[config.mk]
export PLATFORM = sky130hd
export DESIGN_NAME = plnc_ctrl
export DESIGN_NICKNAME = d
export VERILOG_FILES = /design/src/hdl/plnc_pkg.sv /design/src/hdl/plnc_ctrl.sv
export SDC_FILE = /design/constraint.sdc
export NUM_CORES = 1
export LEC_CHECK = 0
export BUFFER_PORTS_ARGS = -buffer_cell sky130_fd_sc_hd__buf_4
export CAP_MARGIN = 20
export CORE_AREA = 2 2 39 41
export CTS_CLUSTER_DIAMETER = 100
export DETAILED_ROUTE_END_ITERATION = 10
export DIE_AREA = 0 0 41 43
export GPL_ROUTABILITY_DRIVEN = 0
export SETUP_SLACK_MARGIN = 0.4
export SYNTH_ARGS = -nofsm -noshare
export SYNTH_HDL_FRONTEND = slang
export SYNTH_SLANG_ARGS = --single-unit
export TNS_END_PERCENT = 50
[constraint.sdc]
create_clock -name clk_i -period 2.09 [get_ports clk_i]
set_clock_uncertainty 0.2 [all_clocks]
set_input_delay 0.1045 -clock clk_i [delete_from_list [all_inputs] [get_ports clk_i]]
set_output_delay 0.1045 -clock clk_i [all_outputs]
set_load 0.03 [all_outputs]
[src/hdl/plnc_pkg.sv]
// Package for the periodic lattice neighbour counter.
// Holds request/response payload types, command and offset codes, and
// the controller/datapath handshake structs. No dependencies.
`default_nettype none

package plnc_pkg;

  localparam int unsigned CoordW = 5;
  localparam int unsigned CountW = 5;
  localparam int unsigned TotalW = 16;
  localparam int unsigned EntryW = CountW + 1;
  localparam int unsigned NbNum  = 26;
  localparam int unsigned NbIdxW = 5;

  localparam logic [CountW-1:0] CountMax = '1;

  typedef enum logic [1:0] {
    CMD_QUERY  = 2'd0,
    CMD_CREATE = 2'd1,
    CMD_DELETE = 2'd2
  } command_e;

  typedef enum logic [1:0] {
    TRIT_DEC  = 2'd0,
    TRIT_KEEP = 2'd1,
    TRIT_INC  = 2'd2
  } trit_e;

  typedef struct packed {
    trit_e dx;
    trit_e dy;
    trit_e dz;
  } offset_t;

  // all 26 neighbour offsets in x-major order, centre skipped
  localparam offset_t NbOffset [NbNum] = '{
    6'h00, 6'h01, 6'h02, 6'h04, 6'h05, 6'h06, 6'h08, 6'h09, 6'h0A,
    6'h10, 6'h11, 6'h12, 6'h14,        6'h16, 6'h18, 6'h19, 6'h1A,
    6'h20, 6'h21, 6'h22, 6'h24, 6'h25, 6'h26, 6'h28, 6'h29, 6'h2A
  };

  typedef struct packed {
    logic [1:0]        command;
    logic [CoordW-1:0] site_x;
    logic [CoordW-1:0] site_y;
    logic [CoordW-1:0] site_z;
  } req_t;

  typedef struct packed {
    logic              site_occupied;
    logic [CountW-1:0] neighbour_count;
    logic [TotalW-1:0] total_occupied;
    logic              status;
  } rsp_t;

  typedef struct packed {
    logic clr_wr;
    logic load;
    logic rd_center;
    logic decide;
    logic nb_rd;
    logic nb_wr;
    logic out_load;
  } ctl_cmd_t;

  typedef struct packed {
    logic clr_last;
    logic change;
    logic nb_last;
  } ctl_stat_t;

endpackage

`default_nettype wire

[src/hdl/plnc_ctrl.sv]
// Controller state machine: clearing pass, centre lookup, neighbour
// read-modify-write sequence and response hand-off. Depends on plnc_pkg.
`default_nettype none

module plnc_ctrl (
  input  wire logic                 clk_i,
  input  wire logic                 rst_ni,
  input  wire logic                 req_valid_i,
  output logic                      req_ready_o,
  output logic                      rsp_valid_o,
  input  wire logic                 rsp_ready_i,
  input  wire plnc_pkg::ctl_stat_t  stat_i,
  output plnc_pkg::ctl_cmd_t        cmd_o
);
  import plnc_pkg::*;

  localparam logic [2:0] S_CLR  = 3'd0;
  localparam logic [2:0] S_IDLE = 3'd1;
  localparam logic [2:0] S_RDC  = 3'd2;
  localparam logic [2:0] S_DEC  = 3'd3;
  localparam logic [2:0] S_NBR  = 3'd4;
  localparam logic [2:0] S_NBW  = 3'd5;
  localparam logic [2:0] S_FIN  = 3'd6;

  logic [2:0] state_q, state_d;
  logic       out_valid_q, out_valid_d;
  ctl_cmd_t   cmd;

  always_comb begin
    state_d = state_q;
    cmd     = '0;
    case (state_q)
      S_CLR: begin
        cmd.clr_wr = 1'b1;
        if (stat_i.clr_last) begin
          state_d = S_IDLE;
        end
      end
      S_IDLE: begin
        if (req_valid_i) begin
          cmd.load = 1'b1;
          state_d  = S_RDC;
        end
      end
      S_RDC: begin
        cmd.rd_center = 1'b1;
        state_d       = S_DEC;
      end
      S_DEC: begin
        cmd.decide = 1'b1;
        if (stat_i.change) begin
          cmd.nb_rd = 1'b1;
          state_d   = S_NBR;
        end else begin
          state_d = S_FIN;
        end
      end
      S_NBR: begin
        cmd.nb_wr = 1'b1;
        cmd.nb_rd = 1'b1;
        if (stat_i.nb_last) begin
          state_d = S_NBW;
        end
      end
      S_NBW: begin
        cmd.nb_wr = 1'b1;
        state_d   = S_FIN;
      end
      S_FIN: begin
        if (!out_valid_q || rsp_ready_i) begin
          cmd.out_load = 1'b1;
          state_d      = S_IDLE;
        end
      end
      default: begin
        state_d = S_IDLE;
      end
    endcase
  end

  assign out_valid_d = cmd.out_load | (out_valid_q & ~rsp_ready_i);

  always_ff @(posedge clk_i or negedge rst_ni) begin
    if (!rst_ni) begin
      state_q     <= S_CLR;
      out_valid_q <= 1'b0;
    end else begin
      state_q     <= state_d;
      out_valid_q <= out_valid_d;
    end
  end

  assign req_ready_o = (state_q == S_IDLE);
  assign rsp_valid_o = out_valid_q;
  assign cmd_o       = cmd;

endmodule

`default_nettype wire

==> results of run 1 <==
==> worst min path at each step <==
stage / end / startpoint / slack (ns)
6_report: state_q[1]$_DFFE_PN0P_ / rst_ni / -0.002
2_1_floorplan: rsp_valid_o$_DFF_PN0_ / rst_ni / -0.39
5_1_grt: state_q[0]$_DFFE_PN0P_ / rst_ni / 0.01
3_5_place_dp: state_q[0]$_DFFE_PN0P_ / rst_ni / -0.30
4_1_cts: state_q[1]$_DFFE_PN0P_ / rst_ni / 0.006
3_3_place_gp: state_q[1]$_DFFE_PN0P_ / rst_ni / -0.30
==> worst max-delay path, delay by kind of cell, from the launching register on <==
kind	cells	cell delay [ns]
compound gates	1	0.16
buf+inv	1	0.18
flops	1	0.44
simple gates	1	0.29
==> cell usage in the layout, fill, tap and decap left out, types with 2 or more instances in the layout <==
cell / n
o21ai_1: 6
dfrtp_2: 3
nor2_2: 2
buf_4: 21
nor3_1: 2
clkbuf_4: 3
==> sequential cells by signal, summed over array words and instances, names as in the netlist <==
register / cells
state_q: 3
rsp_valid_o: 1
==> power by group through the flow <==
stage / clock network, W / logic, W / registers [W]
6_report: 0.0000984 / 0.000565 / 0.000176
5_1_grt: 0.000105 / 0.000610 / 0.000184
4_1_cts: 0.0000999 / 0.000458 / 0.000182
3_5_place_dp: 0 / 0.000456 / 0.000181
3_3_place_gp: 0 / 0.000454 / 0.000180
2_1_floorplan: 0 / 0.000335 / 0.000167
==> through the flow <==
| step | std cells | hold slack [ns] | setup WS (ns) | utilization (%) | total power [W] |
|---|---|---|---|---|---|
| global route | 69 | 0.0126 | 0.432 | 35.2 | 0.000899 |
| finish | 69 | -0.00198 | 0.490 | 35.2 | 0.000839 |
| detailed placement | 59 | -0.298 | 0.628 | 28.8 | 0.000637 |
| global placement | 59 | -0.298 | 0.651 | 28.8 | 0.000634 |
| CTS | 63 | 0.00575 | 0.412 | 31.2 | 0.000740 |
| floorplan | 29 | -0.391 | 0.443 | - | 0.000503 |
==> cells by family after synthesis <==
logic type / share of synthesized area (%)
and+or+nand+nor: 28.5
AOI/OAI and AO/OA: 24.4
DFF: 36.2
buffers and inverters: 5.43
muxes: 5.43
==> timing repair <==
item | 4_1_cts | 5_1_grt
endpoints found under the setup margin | 2 | 3
resized for setup | 1 | 3
hold buffers | 1 | 0
endpoints found under the hold margin | 4 | 0
buffers inserted | 0 | 6
==> cell type report <==
class | instances | area share [%]
well taps | 16 | 4.11
inverters | 1 | 0.771
clock buffers | 3 | 4.63
multi-input cells | 23 | 34.7
flip-flops and latches | 4 | 21.3
repair buffers | 22 | 34.4
==> routing by layer <==
metal | vias up | wire (um) | track usage [%] | part of all wire (%)
met5 | - | 0 | 0 | 0
met4 | 0 | 21 | 10.0 | 3.0
met3 | 2 | 28 | 3.14 | 4.0
met2 | 9 | 390 | 11.9 | 56
met1 | 144 | 256 | 11.1 | 37
li1 | 152 | - | - | -
==> impl_metrics.tcl, run 1 <==
set metrics [dict create \
    antenna_found_initial 0 \
    cpPeakStageDelay_ns 0.44 \
    cellInternalPower_w 0.000449 \
    p_leak_nw 0.237 \
    first_global_vias 249 \
    cp_slowest_cell "dfrtp_2" \
    cp-endpoint "cmd_o[2]" \
    swShare_pct 46.4 \
    synth.avg_cell_area_um2 9.54 \
    routed_via_density 4.45 \
    path_cells "or2b_4, o2bb2ai_1, buf_4" \
    crit_arrival_ns 1.30 \
    tightest_slew_ns 0.226 \
    drv_cap 0 \
    die_area_um2 1760 \
    maxSlewViolCount 0 \
    synthArstFlopShare_pct 100 \
    fillCellCount 151 \
    root_buffer "clkbuf_4" \
    ir_drop_mv 0.460 \
    synth.area.top_cells "dfrtp_1 (36%), o21ai_1 (11%), mux2_4 (5.4%)" \
    setup_tns_ns 0 \
    r2r_start "state_q[2]$_DFFE_PN0P_" \
    synthFlopType "dfrtp_1" \
    diodes 0 \
    fin_nets 62 \
    ys_ff_latch 4 \
    cp-startpoint "state_q[0]$_DFFE_PN0P_" \
    cts_made_buffers 3 \
    drtIter0Drc 8 \
    synth_top_area_share_pct 36.2 \
    hold_class "primary input to async pin" \
    power_frac_clock_pct 11.7 \
    end_kind "output port" \
    grt_pass1_wl_um 1040 \
    setup_viol 0 \
    start_util_pct 20.0 \
    grt_max_degree 11 \
    violations "hold timing" \
    core_area_um2 1380 \
    firstDrtPassIters 4 \
    regArea_um2 104 \
    power_frac_comb_pct 67.3 \
    yosysMostFrequentCell "o21ai_1" \
    pin_count 16 \
    fp-row-count 14 \
    vias 307 \
    finalHoldViolations 2 \
    syn-num-nets 36 \
    synth_edf_count 0 \
    grt_setup_unrepaired "false" \
    ys_seq_area_share_pct 36.2 \
    multiInputGateArea_um2 169 \
    p_sw_w 0.000390 \
    fin_crit_sh_pct 76.6 \
    drt-total-wl_um 697 \
    crit_required_ns 1.79 \
    powerDensity_nw_per_um2 1720 \
    grt_overflow 0 \
    clkLatencyLatePin_ns 0.24 \
    cts_tree "yes" \
    r2r_cells 4 \
    postPlaceCellArea_um2 398 \
    min_period_ns 1.60 \
    ys_warn_count 0 \
    path_class "flip-flop to output port" \
    start_kind "flip-flop" \
    clk_path_buf_depth 2 \
    die_w_um 41 \
    seqPwrFrac_pct 20.9 \
    max_freq_ghz 0.625 \
    port_buffers 15 \
    die-height_um 43 \
    drc 0 \
    drive_above_1_share_pct 66.0 \
    ctsHtreeMaxLevel 1 \
    syn-instance-count 29 \
    path_max_fanout 6 \
    dp_hpwl_um 488 \
    synth_area_um2 277 \
    path_clk_slew_ns 0.04 \
    whs_ns -0.00198 \
    clock-sinks 4 \
    ant_nets 0 \
    r2r_end "state_q[0]$_DFFE_PN0P_" \
    slew_headroom_pct 84.8 \
    grt_use_total_pct 9.38 \
    area_delta_synth_final_pct 76.0 \
    stdcell_area_um2 487 \
    wl_per_cell_um 10.1 \
    yosysTopAreaCell "dfrtp_1" \
    synth.cells.most_frequent "o21ai_1 (6), dfrtp_1 (4), nand2b_1 (2), nor2_2 (2), nor3_1 (2)" \
    r2r_slack_ns 0.68 \
    synth_cell_type_count 18 \
    status "finished, violations left" \
]
(Power assumes the default switching activity.)
==> inputs of run 2 (changes only) <==
--- a/config.mk
+++ b/config.mk
@@ -5,6 +5,7 @@
 export SDC_FILE = /design/constraint.sdc
 export NUM_CORES = 1
 export LEC_CHECK = 0
+export ABC_AREA = 1
 export BUFFER_PORTS_ARGS = -buffer_cell sky130_fd_sc_hd__buf_4
 export CAP_MARGIN = 20
 export CORE_AREA = 2 2 39 41
==> constraint.sdc (replaced) <==
create_clock -name clk_i -period 1.55 [get_ports clk_i]
set_clock_uncertainty 0.2 [all_clocks]
set_input_delay 0.0775 -clock clk_i [delete_from_list [all_inputs] [get_ports clk_i]]
set_output_delay 0.0775 -clock clk_i [all_outputs]
set_load 0.03 [all_outputs]
==> impl_metrics.tcl, run 2 <==
set metrics [dict create \
    power_frac_clock_pct 10.4 \
    worst_slack_ns 0.0807 \
    die_area_um2 1760 \
    synth_top_area_share_pct 34.3 \
    dp_hpwl_um 635 \
    die-height_um 43 \
    status "finished, violations left" \
    r2r_start "state_q[2]$_DFFE_PN0P_" \
    pre_cts_ws_ns 0.187 \
    syn-num-nets 51 \
    muxShareOfSynthArea_pct 0 \
    r2r_cells 7 \
    finalHoldViolations 1 \
    yosysMostFrequentCell "nand2_1" \
    drtIter0Drc 0 \
    root_buffer "clkbuf_4" \
    cp-startpoint "state_q[1]$_DFFE_PN0P_" \
    grt_use_total_pct 12.2 \
    r2r_slack_ns 0.16 \
    vias 361 \
    yosysTopAreaCell "dfrtp_1" \
    setup_viol 0 \
    ir_drop_mv 1.06 \
    regMostFlops "state_q" \
    cp-endpoint "cmd_o[2]" \
    synthFlopType "dfrtp_1" \
    grt_pass1_wl_um 1380 \
    hold_class "primary input to flip-flop" \
    crit_required_ns 1.27 \
    met3_length_um 56 \
    drc 0 \
    maxSlewViolCount 0 \
    grt_max_degree 8 \
    grt_setup_unrepaired "true" \
    wl_met2_um 474 \
    synth_cell_type_count 14 \
    violations "hold timing" \
    swShare_pct 50.6 \
    path_clk_slew_ns 0.04 \
    synth.area.top_cells "dfrtp_1 (34%), nand2_1 (12%), nand3_1 (8.6%)" \
    mostFrequentLayoutCell "buf_4" \
    fp-row-count 14 \
    whs_ns -0.00115 \
    wl_per_cell_um 10.3 \
    power_frac_comb_pct 69.5 \
    min_period_ns 1.47 \
    synthArstFlopShare_pct 100 \
    ys_seq_area_share_pct 34.3 \
    ant_nets 0 \
    start_kind "flip-flop" \
    clk_path_buf_depth 2 \
    ys_warn_count 0 \
    die_w_um 41 \
    seqPwrFrac_pct 20.1 \
    synth_edf_count 0 \
    fin_crit_sh_pct 94.8 \
    crit_arrival_ns 1.19 \
    syn-instance-count 44 \
    synth_compound_area_share_pct 6.87 \
    synth-xor-area-share_pct 0 \
    cts_tree "yes" \
    ys_ff_latch 4 \
    grt_overflow 0 \
    antenna_found_initial 0 \
    maxUsedRoutingLayer "met4" \
    end_kind "output port" \
    synth.cells.most_frequent "nand2_1 (9), inv_1 (6), nand3_1 (5), nor2_1 (5), dfrtp_1 (4)" \
    powerDensity_nw_per_um2 2150 \
    port_buffers 15 \
    clkLatencyLatePin_ns 0.24 \
    clock-sinks 4 \
    diodes 0 \
    core_area_um2 1380 \
    cts_made_buffers 3 \
    tightest_slew_ns 0.253 \
    first_global_vias 362 \
    synth_top_family_by_area "simple AND/OR/NAND/NOR gates" \
    p_leak_nw 0.306 \
    area_delta_synth_final_pct 120 \
    synth_area_um2 292 \
    largest_reg_flops 3 \
    path_max_fanout 7 \
    synth.avg_cell_area_um2 6.63 \
    fin_nets 80 \
    max_freq_ghz 0.681 \
    r2r_end "state_q[0]$_DFFE_PN0P_" \
    synth-simple-area-share_pct 48.5 \
    cellInternalPower_w 0.000681 \
    start_util_pct 21.1 \
    drt-total-wl_um 903 \
    ctsHtreeMaxLevel 1 \
    wl_met1_um 358 \
    pin_count 16 \
    mostFrequentLayoutCells "buf_4 (14), buf_6 (7), nand2_1 (6), nor2_4 (4), inv_1 (4)" \
    p_sw_w 0.000698 \
    setup_tns_ns 0 \
    routed_via_density 4.10 \
    drv_cap 0 \
    firstDrtPassIters 1 \
    synthAdderAreaFrac_pct 0 \
    slew_headroom_pct 83.1 \
    path_class "flip-flop to output port" \
    drive_above_1_share_pct 68.1 \
]
[run 2: critical path: stages, from the launching register on]
cell,delay [ns]
dfrtp_2,0.49
nor2_4,0.14
nand2_2,0.10
o21ai_2,0.08
buf_6,0.14
[run 2: metrics by stage]
stage / util [%] / instances / cell area, um2 / hold WS (ns) / total power, W
after floorplan: - / 44 / 347 / -0.418 / 0.000759
final: 46.4 / 88 / 642 / -0.00115 / 0.00138
after CTS: 45.2 / 88 / 626 / -0.0304 / 0.00134
after global routing: 46.4 / 88 / 642 / 0.0215 / 0.00147
after detailed placement: 34.6 / 75 / 479 / -0.321 / 0.000968
after global placement: 34.6 / 75 / 479 / -0.322 / 0.000967
[run 2: layout make-up]
type,count,area (um2)
Clock buffer,4,26.3
Fill cell,147,742
Inverter,8,35.0
Multi-Input combinational cell,32,243
Sequential cell,4,104
Tap cell,16,20.0
Timing Repair Buffer,24,214
[run 2: logic make-up after synthesis]
kind of cell,Yosys count
compound gates,4
flops,4
simple gates,28
buf+inv,8
[run 2: worst min path at each step]
stage,endpoint,start,slack [ns],cells after the start
4_1_cts,state_q[0]$_DFFE_PN0P_,req_valid_i,-0.03,4
3_5_place_dp,rsp_valid_o$_DFF_PN0_,rst_ni,-0.32,1
5_1_grt,state_q[0]$_DFFE_PN0P_,req_valid_i,0.02,4
2_1_floorplan,rsp_valid_o$_DFF_PN0_,rst_ni,-0.42,0
6_report,state_q[0]$_DFFE_PN0P_,req_valid_i,-0.001,4
3_3_place_gp,rsp_valid_o$_DFF_PN0_,rst_ni,-0.32,1
[run 2: repair_timing]
| action | in CTS | in global routing |
|---|---|---|
| endpoints found under the setup margin | 11 | 15 |
| resized for setup | 11 | 5 |
| hold endpoints to repair | 7 | 0 |
| setup buffers | 6 | 0 |
| hold buffers | 3 | 0 |
| pin swaps | 4 | 2 |
[run 2: metal layers]
metal  GRT usage [%]  vias up
met1            14.7      153
met2            17.2       10
met5               0        -
li1                -      196
met4            12.0        0
met3            1.57        2
[run 2: power by group through the flow]
stage / combinational, W / sequential, W / clock, W
floorplan: 0.000500 / 0.000259 / 0
global placement: 0.000709 / 0.000258 / 0
detailed placement: 0.000708 / 0.000260 / 0
CTS: 0.000907 / 0.000275 / 0.000154
global route: 0.00102 / 0.000287 / 0.000157
finish: 0.000958 / 0.000277 / 0.000143
